<file path="config.mk">
export PLATFORM = sky130hd
export DESIGN_NAME = moving_average_temperature_band_flat
export DESIGN_NICKNAME = d
export VERILOG_FILES = /design/src/rtl/core/mat_pkg.sv /design/src/rtl/core/mat_if.sv /design/src/rtl/core/mat_cell.sv /design/src/rtl/core/mat_scaler.sv /design/src/rtl/core/moving_average_temperature_band.sv /design/src/flat_wrapper.sv
export SDC_FILE = /design/constraint.sdc
export NUM_CORES = 1
export LEC_CHECK = 0
export ABC_AREA = 1
export BUFFER_PORTS_ARGS = -buffer_cell sky130_fd_sc_hd__clkbuf_2
export CAP_MARGIN = 30
export CORE_ASPECT_RATIO = 1.4
export CORE_MARGIN = 2
export CORE_UTILIZATION = 50
export CTS_CLUSTER_SIZE = 24
export DETAILED_ROUTE_END_ITERATION = 10
export GPL_TIMING_DRIVEN = 1
export PLACE_DENSITY = 0.69
export SYNTH_ARGS = -nofsm -noshare
export SYNTH_HDL_FRONTEND = slang
export SYNTH_SLANG_ARGS = --single-unit
</file>
<file path="constraint.sdc">
create_clock -name i_clk -period 5.66 [get_ports i_clk]
set_input_delay 1.415 -clock i_clk [delete_from_list [all_inputs] [get_ports i_clk]]
set_output_delay 1.415 -clock i_clk [all_outputs]
set_load 0.02 [all_outputs]
</file>
<file path="src/rtl/core/mat_pkg.sv">
package mat_pkg;

    localparam int WINDOW    = 10;
    localparam int SAMPLE_W  = 12;
    localparam int TEMP_W    = 12;
    localparam int SCALE     = 3300;
    localparam int FS_SHIFT  = 12;

    localparam int SUM_W     = $clog2(WINDOW * 4095 + 1);
    localparam int Q_W       = $clog2(SCALE * WINDOW + 1);
    localparam int DIV_L     = $clog2(WINDOW);
    localparam int DIV_K     = Q_W + DIV_L;
    localparam int RECIP_W   = DIV_K + 1;
    localparam longint RECIP = ((64'd1 << DIV_K) + WINDOW - 1) / WINDOW;

    localparam int SCALE_W   = $clog2(SCALE + 1);
    localparam int P1_W      = SUM_W + SCALE_W;
    localparam int P2_W      = Q_W + RECIP_W;

    typedef enum logic [1:0] {
        BAND_BELOW  = 2'd0,
        BAND_WITHIN = 2'd1,
        BAND_ABOVE  = 2'd2
    } t_band;

    typedef enum logic {
        CFG_LOW  = 1'b0,
        CFG_HIGH = 1'b1
    } t_cfg_idx;

    typedef struct packed {
        logic [TEMP_W-1:0] low;
        logic [TEMP_W-1:0] high;
    } t_limits;

endpackage

</file>
<file path="src/rtl/core/mat_if.sv">
interface mat_in_if;
    logic                          valid;
    logic                          ready;
    logic [mat_pkg::SAMPLE_W-1:0]  sample;

    modport source (output valid, output sample, input ready);
    modport sink   (input valid, input sample, output ready);
endinterface

interface mat_out_if;
    logic                          valid;
    logic                          ready;
    logic [mat_pkg::TEMP_W-1:0]    temperature_tenths;
    logic [1:0]                    band;

    modport source (output valid, output temperature_tenths, output band, input ready);
    modport sink   (input valid, input temperature_tenths, input band, output ready);
endinterface

</file>
<file path="src/rtl/core/mat_cell.sv">
module mat_cell (
    input  logic                         i_clk,
    input  logic                         i_rst_n,
    input  logic                         i_shift,
    input  logic [mat_pkg::SAMPLE_W-1:0] i_sample,
    output logic [mat_pkg::SAMPLE_W-1:0] o_sample
);

    logic [mat_pkg::SAMPLE_W-1:0] r_sample;

    always_ff @(posedge i_clk) begin
        if (!i_rst_n) begin
            r_sample <= '0;
        end else if (i_shift) begin
            r_sample <= i_sample;
        end
    end

    assign o_sample = r_sample;

endmodule

</file>
<file path="src/rtl/core/mat_scaler.sv">
module mat_scaler (
    input  logic                      i_clk,
    input  logic                      i_rst_n,
    input  logic                      i_valid,
    output logic                      o_ready,
    input  logic [mat_pkg::SUM_W-1:0] i_sum,
    input  mat_pkg::t_limits          i_limits,
    mat_out_if.source                 o_word
);

    logic                          r_v2, r_v3, r_v4;
    logic [mat_pkg::Q_W-1:0]       r_q;
    logic [mat_pkg::P2_W-1:0]      r_prod;
    logic [mat_pkg::TEMP_W-1:0]    r_temp;
    mat_pkg::t_band                r_band;

    logic                          en2, en3, en4;
    logic [mat_pkg::P1_W-1:0]      n_p1;
    logic [mat_pkg::P2_W-1:0]      n_prod;
    logic [mat_pkg::TEMP_W-1:0]    n_temp;
    mat_pkg::t_band                n_band;

    assign en4 = !r_v4 || o_word.ready;
    assign en3 = !r_v3 || en4;
    assign en2 = !r_v2 || en3;
    assign o_ready = en2;

    assign n_p1   = mat_pkg::P1_W'(i_sum) * mat_pkg::P1_W'(mat_pkg::SCALE);
    assign n_prod = mat_pkg::P2_W'(r_q)
                  * mat_pkg::P2_W'(mat_pkg::RECIP_W'(mat_pkg::RECIP));
    assign n_temp = r_prod[mat_pkg::DIV_K + mat_pkg::TEMP_W - 1:mat_pkg::DIV_K];

    always_comb begin
        if (n_temp < i_limits.low) begin
            n_band = mat_pkg::BAND_BELOW;
        end else if (n_temp > i_limits.high) begin
            n_band = mat_pkg::BAND_ABOVE;
        end else begin
            n_band = mat_pkg::BAND_WITHIN;
        end
    end

    always_ff @(posedge i_clk) begin
        if (!i_rst_n) begin
            r_v2 <= 1'b0;
            r_v3 <= 1'b0;
            r_v4 <= 1'b0;
        end else begin
            if (en2) r_v2 <= i_valid;
            if (en3) r_v3 <= r_v2;
            if (en4) r_v4 <= r_v3;
        end
    end

    always_ff @(posedge i_clk) begin
        if (en2) r_q    <= n_p1[mat_pkg::Q_W + mat_pkg::FS_SHIFT - 1:mat_pkg::FS_SHIFT];
        if (en3) r_prod <= n_prod;
        if (en4) begin
            r_temp <= n_temp;
            r_band <= n_band;
        end
    end

    assign o_word.valid              = r_v4;
    assign o_word.temperature_tenths = r_temp;
    assign o_word.band               = r_band;

endmodule

</file>
<file path="src/rtl/core/moving_average_temperature_band.sv">
// channel        dir  payload                          width
// i_sample_chan  in   sample                           12
// o_result_chan  out  temperature_tenths, band         12, 2
// i_cfg_*        in   low/high threshold write         1 index, 12 data
//
// one word per cycle while the output is not stalled
// the result is registered after the sum stage, scale multiply, reciprocal multiply and band compare
// synchronous reset clears the sample cells and running sum, loads default thresholds
// a stalled output holds its word; earlier stages keep filling bubbles until full
module moving_average_temperature_band (
    input  logic                          i_clk,
    input  logic                          i_rst_n,
    mat_in_if.sink                        i_sample_chan,
    mat_out_if.source                     o_result_chan,
    input  logic                          i_cfg_we,
    input  logic                          i_cfg_idx,
    input  logic [mat_pkg::TEMP_W-1:0]    i_cfg_data
);

    logic [mat_pkg::SAMPLE_W-1:0] w_tap [mat_pkg::WINDOW];
    logic [mat_pkg::SAMPLE_W-1:0] w_tap_in [mat_pkg::WINDOW];

    logic                         r_v1;
    logic [mat_pkg::SUM_W-1:0]    r_sum;
    mat_pkg::t_limits             r_limits;

    logic                         scaler_ready;
    logic                         accept;
    logic [mat_pkg::SUM_W-1:0]    n_sum;

    assign i_sample_chan.ready = !r_v1 || scaler_ready;
    assign accept = i_sample_chan.valid && i_sample_chan.ready;

    genvar k;
    generate
        for (k = 0; k < mat_pkg::WINDOW; k++) begin : g_cell
            if (k == 0) begin : g_head
                assign w_tap_in[k] = i_sample_chan.sample;
            end else begin : g_link
                assign w_tap_in[k] = w_tap[k-1];
            end
            mat_cell u_cell (
                .i_clk    (i_clk),
                .i_rst_n  (i_rst_n),
                .i_shift  (accept),
                .i_sample (w_tap_in[k]),
                .o_sample (w_tap[k])
            );
        end
    endgenerate

    assign n_sum = r_sum - mat_pkg::SUM_W'(w_tap[mat_pkg::WINDOW-1])
                 + mat_pkg::SUM_W'(i_sample_chan.sample);

    always_ff @(posedge i_clk) begin
        if (!i_rst_n) begin
            r_v1          <= 1'b0;
            r_sum         <= '0;
            r_limits.low  <= mat_pkg::TEMP_W'(310);
            r_limits.high <= mat_pkg::TEMP_W'(350);
        end else begin
            if (accept) begin
                r_v1  <= 1'b1;
                r_sum <= n_sum;
            end else if (scaler_ready) begin
                r_v1 <= 1'b0;
            end
            if (i_cfg_we) begin
                case (mat_pkg::t_cfg_idx'(i_cfg_idx))
                    mat_pkg::CFG_LOW:  r_limits.low  <= i_cfg_data;
                    mat_pkg::CFG_HIGH: r_limits.high <= i_cfg_data;
                    default: ;
                endcase
            end
        end
    end

    mat_scaler u_scaler (
        .i_clk    (i_clk),
        .i_rst_n  (i_rst_n),
        .i_valid  (r_v1),
        .o_ready  (scaler_ready),
        .i_sum    (r_sum),
        .i_limits (r_limits),
        .o_word   (o_result_chan)
    );

`ifndef NO_ASSERTIONS
    a_accept_loads: assert property (@(posedge i_clk) disable iff (!i_rst_n)
        accept |=> r_v1)
        else $error("accepted word did not reach the sum stage");

    a_stall_blocks: assert property (@(posedge i_clk) disable iff (!i_rst_n)
        (r_v1 && !scaler_ready) |-> !i_sample_chan.ready)
        else $error("input taken while sum stage is stalled");

    a_band_code: assert property (@(posedge i_clk) disable iff (!i_rst_n)
        o_result_chan.valid |-> (o_result_chan.band != 2'd3))
        else $error("illegal band code");

    a_temp_range: assert property (@(posedge i_clk) disable iff (!i_rst_n)
        o_result_chan.valid |-> (o_result_chan.temperature_tenths < 12'd3300))
        else $error("temperature out of range");
`endif

endmodule
</file>
<file path="src/flat_wrapper.sv">
// flat-port wrapper written by rule: the top's interface ports become plain ports
module moving_average_temperature_band_flat 
  (i_clk, i_rst_n, i_cfg_we, i_cfg_idx, i_cfg_data, i_sample_chan_valid, i_sample_chan_sample, i_sample_chan_ready, o_result_chan_valid, o_result_chan_temperature_tenths, o_result_chan_band, o_result_chan_ready);
  mat_in_if i_sample_chan_i ();
  mat_out_if o_result_chan_i ();
  input  logic i_clk;
  input  logic i_rst_n;
  input  logic i_cfg_we;
  input  logic i_cfg_idx;
  input  logic [mat_pkg::TEMP_W-1:0] i_cfg_data;
  input wire logic [$bits(i_sample_chan_i.valid)-1:0] i_sample_chan_valid;
  input wire logic [$bits(i_sample_chan_i.sample)-1:0] i_sample_chan_sample;
  output wire logic [$bits(i_sample_chan_i.ready)-1:0] i_sample_chan_ready;
  output wire logic [$bits(o_result_chan_i.valid)-1:0] o_result_chan_valid;
  output wire logic [$bits(o_result_chan_i.temperature_tenths)-1:0] o_result_chan_temperature_tenths;
  output wire logic [$bits(o_result_chan_i.band)-1:0] o_result_chan_band;
  input wire logic [$bits(o_result_chan_i.ready)-1:0] o_result_chan_ready;
  assign i_sample_chan_i.valid = i_sample_chan_valid;
  assign i_sample_chan_i.sample = i_sample_chan_sample;
  assign i_sample_chan_ready = i_sample_chan_i.ready;
  assign o_result_chan_valid = o_result_chan_i.valid;
  assign o_result_chan_temperature_tenths = o_result_chan_i.temperature_tenths;
  assign o_result_chan_band = o_result_chan_i.band;
  assign o_result_chan_i.ready = o_result_chan_ready;
  moving_average_temperature_band u_core (.i_clk(i_clk), .i_rst_n(i_rst_n), .i_sample_chan(i_sample_chan_i), .o_result_chan(o_result_chan_i), .i_cfg_we(i_cfg_we), .i_cfg_idx(i_cfg_idx), .i_cfg_data(i_cfg_data));
endmodule
</file>
=== Word level (Yosys, flattened, before mapping) ===
Index checks and enable logic that the tools add are counted.

* $add $sub $neg: 2
* Multiply operators: 2
* Magnitude comparators: 2
* Multiplexer cells: 3
* Bitwise logic cells: 1
* Reductions and logical operators: 12

{| class="wikitable"
|+ Operator list
! kind !! number
|-
| 16-bit by 16-bit multiplier with 31-bit output (second input constant) || 1
|-
| 16-bit by 10-bit multiplier with 26-bit output (second input constant) || 1
|-
| 16-bit by 12-bit adder with 16-bit output || 1
|-
| 16-bit by 12-bit subtractor with 16-bit output || 1
|-
| 12-bit > comparator || 1
|-
| 12-bit < comparator || 1
|-
| 1-bit zero test || 4
|-
| 1-bit logical OR || 4
|-
| 2-bit AND reduction || 2
|-
| 1-bit 2-to-1 mux || 2
|-
| 2-bit 2-to-1 mux || 1
|-
| 2-bit nonzero test || 1
|-
| 1-bit logical AND || 1
|-
| 1-bit NOT || 1
|}

* Bits in registers: 225
* Input port bits: 30
* Output and inout bits: 16
* Logic and storage cells: 43

=== Longest topological paths before layout ===
Gate-level depths: netlist of the first run.

* Word-level depth: 7
* Gate-level depth with buffers: 23
* Mapped depth without buffers: 23

=== Modules after synthesis ===
Synthesis of the first run repeated with hierarchy kept, for this count alone.

* Cells, all modules: 2449
* Area, all modules: 18104.9 um^2

{| class="wikitable"
|+ By module, submodules not included
! module !! times used !! cells each !! area an instance (um^2) !! sequential area each (um^2)
|-
| mat_scaler || 1 || 1268 || 10396.2 || 1321.3
|-
| mat_cell || 10 || 75 || 493.0 || 240.2
|-
| moving_average_temperature_band || 1 || 431 || 2778.9 || 820.8
|}

=== Worst setup path after synthesis of the first run ===
OpenSTA, ideal clock, no wires.

* Kind: register -> register
* Start: reg u_core.u_scaler.r_q[6] (netlist name)
* End: reg u_core.u_scaler.r_prod[29] (netlist name), data pin
* Library setup time: 0.252 ns
* Data arrival time: 4.570 ns
* Required time: 5.408 ns
* Path slack: 0.837 ns
* Cell stages (with the launch flop): 22
* Path buffers: 0
* Period minus slack after synthesis: 4.823 ns
* Path through: edfxtp_1 ha_1 inv_1 fa_1 inv_1 fa_1 fa_1 fa_1 inv_1 fa_1 inv_1 ha_1 a21oi_1 nor2_1 nor2_1 nand2_1 inv_1 nor2_1 nor2_1 nand2_1 nand2_1 nand2_1

* Cells in the longest elaborated chain, start to end: 1

{| class="wikitable"
|+ Ends and longest elaborated chain
! what !! RTL line !! source
|-
| start, declared || mat_scaler.sv:12 || <nowiki>logic [mat_pkg::Q_W-1:0] r_q;</nowiki>
|-
| start signal, assigned || mat_scaler.sv:56 || <nowiki>if (en2) r_q <= n_p1[mat_pkg::Q_W + mat_pkg::FS_SHIFT - 1:mat_pkg::FS_SHIFT];</nowiki>
|-
| 16-bit by 16-bit multiplier with 31-bit output || mat_scaler.sv:30 || <nowiki>* mat_pkg::P2_W'(mat_pkg::RECIP_W'(mat_pkg::RECIP));</nowiki>
|-
| net u_core.u_scaler.n_prod (one bit) || mat_scaler.sv:19 || <nowiki>logic [mat_pkg::P2_W-1:0] n_prod;</nowiki>
|-
| end signal, assigned || mat_scaler.sv:57 || <nowiki>if (en3) r_prod <= n_prod;</nowiki>
|-
| end, declared || mat_scaler.sv:13 || <nowiki>logic [mat_pkg::P2_W-1:0] r_prod;</nowiki>
|}

The timed path passes the listed nets, and every way through them passes these cells.
A chain may end at the register's enable or synchronous reset.

=== Worst setup path in the final report of the first run ===
* Start: reg u_core.u_scaler.r_q[4] (netlist name)
* End: reg u_core.u_scaler.r_prod[26] (netlist name), data pin

Same word-level chain as after synthesis.

==> flow_summary.yaml, run 1 <==
grt:
  grt_pass1_vias: 14000
  antenna_found_initial: 0
  grt_pass1_wl_um: 66800
  overflow: 0
  grt_usage: 0.229
  grt_max_degree: 95
floorplan:
  die_h_um: 223
  die-area_um2: 35900
  core_area_um2: 34000
  row_count: 80
  chipWidth_um: 161
  ioPinCount: 46
  initial_core_util: 0.505
routing:
  drt-met1-wl_um: 16300
  met3_length_um: 1080
  dr_wl_met2_um: 21300
  vias: 13500
  ant_nets: 0
  drc: 0
  wl_per_cell_um: 15.0
  vias_per_cell: 5.06
  routed.top_layer: "met4"
  firstDrtPassIters: 5
  drt_iter0_markers: 570
  wl_um: 40000
sta:
  hold_viol_final: 0
  finalCritPeriodShare: 0.924
  timing.final.crit_period_ns: 5.23
  skew_ns: 0.0155
  worst_pin_slew_ns: 0.862
  rsz0062_at_grt: "no"
  slew_viol_final: 0
  finalSetupViolCount: 0
  worst_slack_ns: 0.428
  fin_setup_tns_ns: 0
  fmax_ghz: 0.191
  slew_headroom: 0.423
cts:
  htreeDepth: 1
  insertion_delay_ns: 0.52
  clockBufferDepth: 3
  root_buffer: "clkbuf_16"
  cts.sinks: 206
  cts_buffers: 22
  cts_tree: "yes"
  clk_pin_slew_ns: 0.07
  hold_buffers: 0
  post_cts_buffers: 0
  cts_resized: 0
status:
  status: "completed"
setup_path:
  critical_path.max_fanout: 6
  critPathKind: "flop to flop"
  r2r_start: "u_core.u_scaler.r_q[4]"
  ff2ff_path_depth: 19
  cp.arrival_ns: 5.52
  startpoint: "u_core.u_scaler.r_q[4]"
  r2r_setup_slack_ns: 0.43
  critPathLaunchType: "flop"
  crit_required_ns: 5.95
  worstReg2RegEnd: "u_core.u_scaler.r_prod[26]"
  end_kind: "flop"
synthesis:
  syn-num-nets: 2586
  synth-async-reset-ratio: 0
  synth_edf_count: 42
  syn-instance-count: 2174
  ys_seq_area_frac: 0.264
  syn-cell-area_um2: 17200
  yosysWarnings: 0
  synth_top_flop_cell: "dfxtp_1"
  ys_types: 31
  synth.avg_cell_area_um2: 7.91
  synth-seq-cells: 206
min_path:
  holdPathEnd: "u_core.r_limits[9]"
  min_path_cells: 2
  min-delay-start: "u_core.r_limits[9]"
  hold_path_class: "flop to flop"
run:
  cap_violations: 0
cells_and_area:
  layout_commonest_cell: "inv_1"
  area_growth_pct: 7.42
  layout-drive-gt1-share: 0.0416
  antenna_cells: 0
  final_cell_mix: "493 x inv_1, 309 x nor2_1, 295 x nand2_1"
  final_nets: 2608
place:
  portBuffers: 45
  pre_cts_ws_ns: 0.451
  hpwl_um: 32300
  gp_congestion: 0.923
through the flow:
stage / hold slack [ns] / util / instance area [µm²] / std cells
after floorplan: 0.426 / - / 17200 / 2174
after global placement: 0.446 / 0.521 / 17700 / 2623
after detailed placement: 0.454 / 0.521 / 17700 / 2623
after CTS: 0.466 / 0.543 / 18500 / 2662
after global routing: 0.490 / 0.543 / 18500 / 2662
final: 0.464 / 0.543 / 18500 / 2662
flip-flops by register name, indices dropped and copies added, names as in the netlist:
| register | cells |
|---|---|
| u_core.u_scaler.r_v3 | 1 |
| u_core.u_scaler.o_word.valid | 1 |
| u_core.r_v1 | 1 |
| u_core.u_scaler.o_word.band | 2 |
| u_core.r_limits | 24 |
| u_core.r_sum | 16 |
| u_core.u_scaler.r_v2 | 1 |
| u_core.u_scaler.r_q | 16 |
| u_core.u_scaler.o_word.temperature_tenths | 12 |
| u_core.g_cell.u_cell.o_sample | 120 |
| u_core.u_scaler.r_prod | 12 |
layout make-up:
| class | instances | area [µm²] |
|---|---|---|
| fill | 3252 | 15600 |
| multi-input combinational | 1423 | 10500 |
| sequential | 206 | 4540 |
| inverter | 494 | 1860 |
| clock buffer | 33 | 673 |
| tap | 451 | 564 |
| timing repair buffer | 49 | 258 |
| clock inverter | 6 | 75.1 |
logic make-up after synthesis:
kind of cell,Yosys count,synth area share
xor gates and xnor gates,25,0.0127
adders and majority gates,382,0.338
and+or+nand+nor,702,0.164
DFF,206,0.264
buffers and inverters,545,0.125
AOI/OAI and AO/OA,314,0.0962
synthesized netlist by cell type, types with 2 or more instances:
| master | instances | area [µm²] |
|---|---|---|
| nand4_1 | 17 | 106 |
| o31ai_1 | 2 | 15.0 |
| o21bai_1 | 10 | 75.1 |
| nor3_1 | 14 | 70.1 |
| xnor2_1 | 9 | 78.8 |
| ha_1 | 245 | 3070 |
| a21o_1 | 7 | 52.6 |
| inv_1 | 493 | 1850 |
| a21oi_1 | 109 | 546 |
| clkbuf_1 | 28 | 105 |
| and2_1 | 3 | 18.8 |
| edfxtp_1 | 42 | 1260 |
| nand3_1 | 58 | 290 |
| or2_2 | 2 | 12.5 |
| dfxtp_1 | 164 | 3280 |
| o211ai_1 | 12 | 90.1 |
| o21ai_0 | 171 | 856 |
| xor2_1 | 16 | 140 |
| a21boi_0 | 2 | 15.0 |
| fa_1 | 137 | 2740 |
| nor2_1 | 309 | 1160 |
| buf_6 | 12 | 135 |
| buf_2 | 10 | 50.1 |
| nand2_1 | 295 | 1110 |
critical path, cell delays in order (launching register included):
cell and delay [ns]:
edfxtp_1 0.51, ha_1 0.43, xor2_1 0.18, ha_1 0.31, fa_1 0.57, inv_1 0.07
fa_1 0.53, inv_1 0.05, fa_1 0.54, inv_1 0.06, fa_1 0.54, inv_1 0.04
ha_1 0.34, nand2_1 0.10, nor2_1 0.18, nand2_1 0.11, nor3_1 0.12, o21ai_0 0.15
nand4_1 0.11, nand2_1 0.06
worst max path at each step:
stage	endpoint	slack (ns)	depth (start not counted)
6_report	u_core.u_scaler.r_prod[26]	0.43	19
5_1_grt	u_core.u_scaler.r_prod[31]	0.06	19
4_1_cts	u_core.u_scaler.r_prod[26]	0.44	19
3_5_place_dp	u_core.u_scaler.r_prod[26]	0.45	19
3_3_place_gp	u_core.u_scaler.r_prod[29]	0.46	22
2_1_floorplan	u_core.u_scaler.r_prod[29]	0.84	21
metal layers:
metal  GRT usage  vias to the layer above
met3      0.0229                       85
li1            -                     6815
met5           0                        -
met4      0.0783                        0
met1       0.261                     6381
met2       0.442                      188
Power of run 1 is not shown: default switching activity piles up to over one toggle a cycle in this logic, so the estimate is an artifact.
==> inputs of run 2 (changes only) <==
CORE_ASPECT_RATIO = default   (was 1.4)
==> run 2 against run 1 <==
Compared with the run above:
- non-clock buffer count grew 1
- critical endpoint unchanged
- die area about the same
- highest routed layer unchanged
- register-to-register slack better by 0.09 ns
- sequential cell count stayed put
==> flow_summary.yaml, run 2 (synthesis results as in run 1) <==
status:
  status: "completed"
cts:
  hold_buffers: 0
  clockBufferDepth: 3
  cts_buffers: 24
  htreeDepth: 1
  cts.sinks: 206
  insertion_delay_ns: 0.52
  clk_pin_slew_ns: 0.06
  post_cts_buffers: 0
  cts_tree: "yes"
  cts_resized: 0
  root_buffer: "clkbuf_16"
sta:
  finalSetupViolCount: 0
  skew_ns: 0.0149
  fin_setup_tns_ns: 0
  slew_viol_final: 0
  rsz0062_at_grt: "no"
  worst_pin_slew_ns: 1.05
  finalCritPeriodShare: 0.909
  slew_headroom: 0.301
  hold_ws_ns: 0.458
  fmax_ghz: 0.194
  hold_viol_final: 0
  timing.final.crit_period_ns: 5.14
routing:
  wl_um: 38400
  drc: 0
  firstDrtPassIters: 4
  vias_per_cell: 4.98
  ant_nets: 0
  vias: 13300
  wl_per_cell_um: 14.4
  drt_iter0_markers: 674
grt:
  grt_pass1_wl_um: 64200
  overflow: 0
  grt_usage: 0.221
  grt_max_degree: 124
  antenna_found_initial: 1
  grt_pass1_vias: 13100
setup_path:
  end_kind: "flop"
  crit_required_ns: 5.93
  critPathKind: "flop to flop"
  cp.arrival_ns: 5.41
  critPathLaunchType: "flop"
  critical_path.max_fanout: 6
  r2r_setup_slack_ns: 0.52
cells_and_area:
  final_cell_mix: "493 x inv_1, 309 x nor2_1, 295 x nand2_1"
  antenna_cells: 0
  utilization: 0.551
  fillers: 3234
  area_growth_pct: 7.96
  final_nets: 2611
  layout-drive-gt1-share: 0.0415
  largest_register_ffs: 120
  layout_commonest_cell: "inv_1"
floorplan:
  die-area_um2: 35900
  initial_core_util: 0.510
  core_area_um2: 33700
  die_h_um: 189
  ioPinCount: 46
  chipWidth_um: 189
  row_count: 67
place:
  hpwl_um: 31400
  gp_congestion: 0.961
  portBuffers: 45
run:
  cap_violations: 0
min_path:
  hold_path_class: "flop to flop"
run 2: cell count changes in the layout (fill, tap and decap cells not counted), sizes merged:
cell,before,now
clkbuf,77,79
bufinv,1,3
inv,496,497
buf,5,6
run 2: metrics by stage:
step           setup WS [ns]  cell area, µm²  std cells
2_1_floorplan          0.837           17200       2174
3_3_place_gp           0.546           17700       2619
3_5_place_dp           0.491           17700       2621
4_1_cts                0.509           18600       2665
5_1_grt                0.186           18600       2665
6_report               0.517           18600       2665
run 2: routing by layer:
metal | vias up | GRT usage | wire length, µm
met5 | - | 0 | 0
met4 | 0 | 0.0632 | 1170
met3 | 62 | 0.0243 | 1300
met2 | 211 | 0.387 | 18400
met1 | 6184 | 0.287 | 17400
li1 | 6824 | - | -
run 2: worst max-delay path: stages, from the launching register on:
cell and delay, ns:
edfxtp_1 0.49, ha_1 0.44, xor2_1 0.18, ha_1 0.31, fa_1 0.53, inv_1 0.06
fa_1 0.54, inv_1 0.06, fa_1 0.53, inv_1 0.05, fa_1 0.53, inv_1 0.04
ha_1 0.34, nand2_1 0.11, nor2_1 0.18, nand2_1 0.10, nor3_1 0.12, o21ai_0 0.14
nand4_1 0.11, nand2_1 0.06
run 2: path summary, 6_finish.rpt:
kind	endpoint	startpoint	cells after the start
worst max register to register	u_core.u_scaler.r_prod[26]	u_core.u_scaler.r_q[4]	19
worst max-delay path	u_core.u_scaler.r_prod[26]	u_core.u_scaler.r_q[4]	19
worst min register to register	u_core.r_limits[19]	u_core.r_limits[19]	2
worst min-delay path	u_core.r_limits[19]	u_core.r_limits[19]	2
run 2: area by class of cell:
class                      count  area [µm²]  share of cell area
clock buffer                  35         683              0.0368
clock inverter                 9         135             0.00728
inverter                     494        1860               0.100
multi-input combinational   1423       10500               0.565
sequential                   206        4540               0.245
tap                          448         561              0.0302
timing repair buffer          50         285              0.0154
Power of run 2 is left out for the same reason.
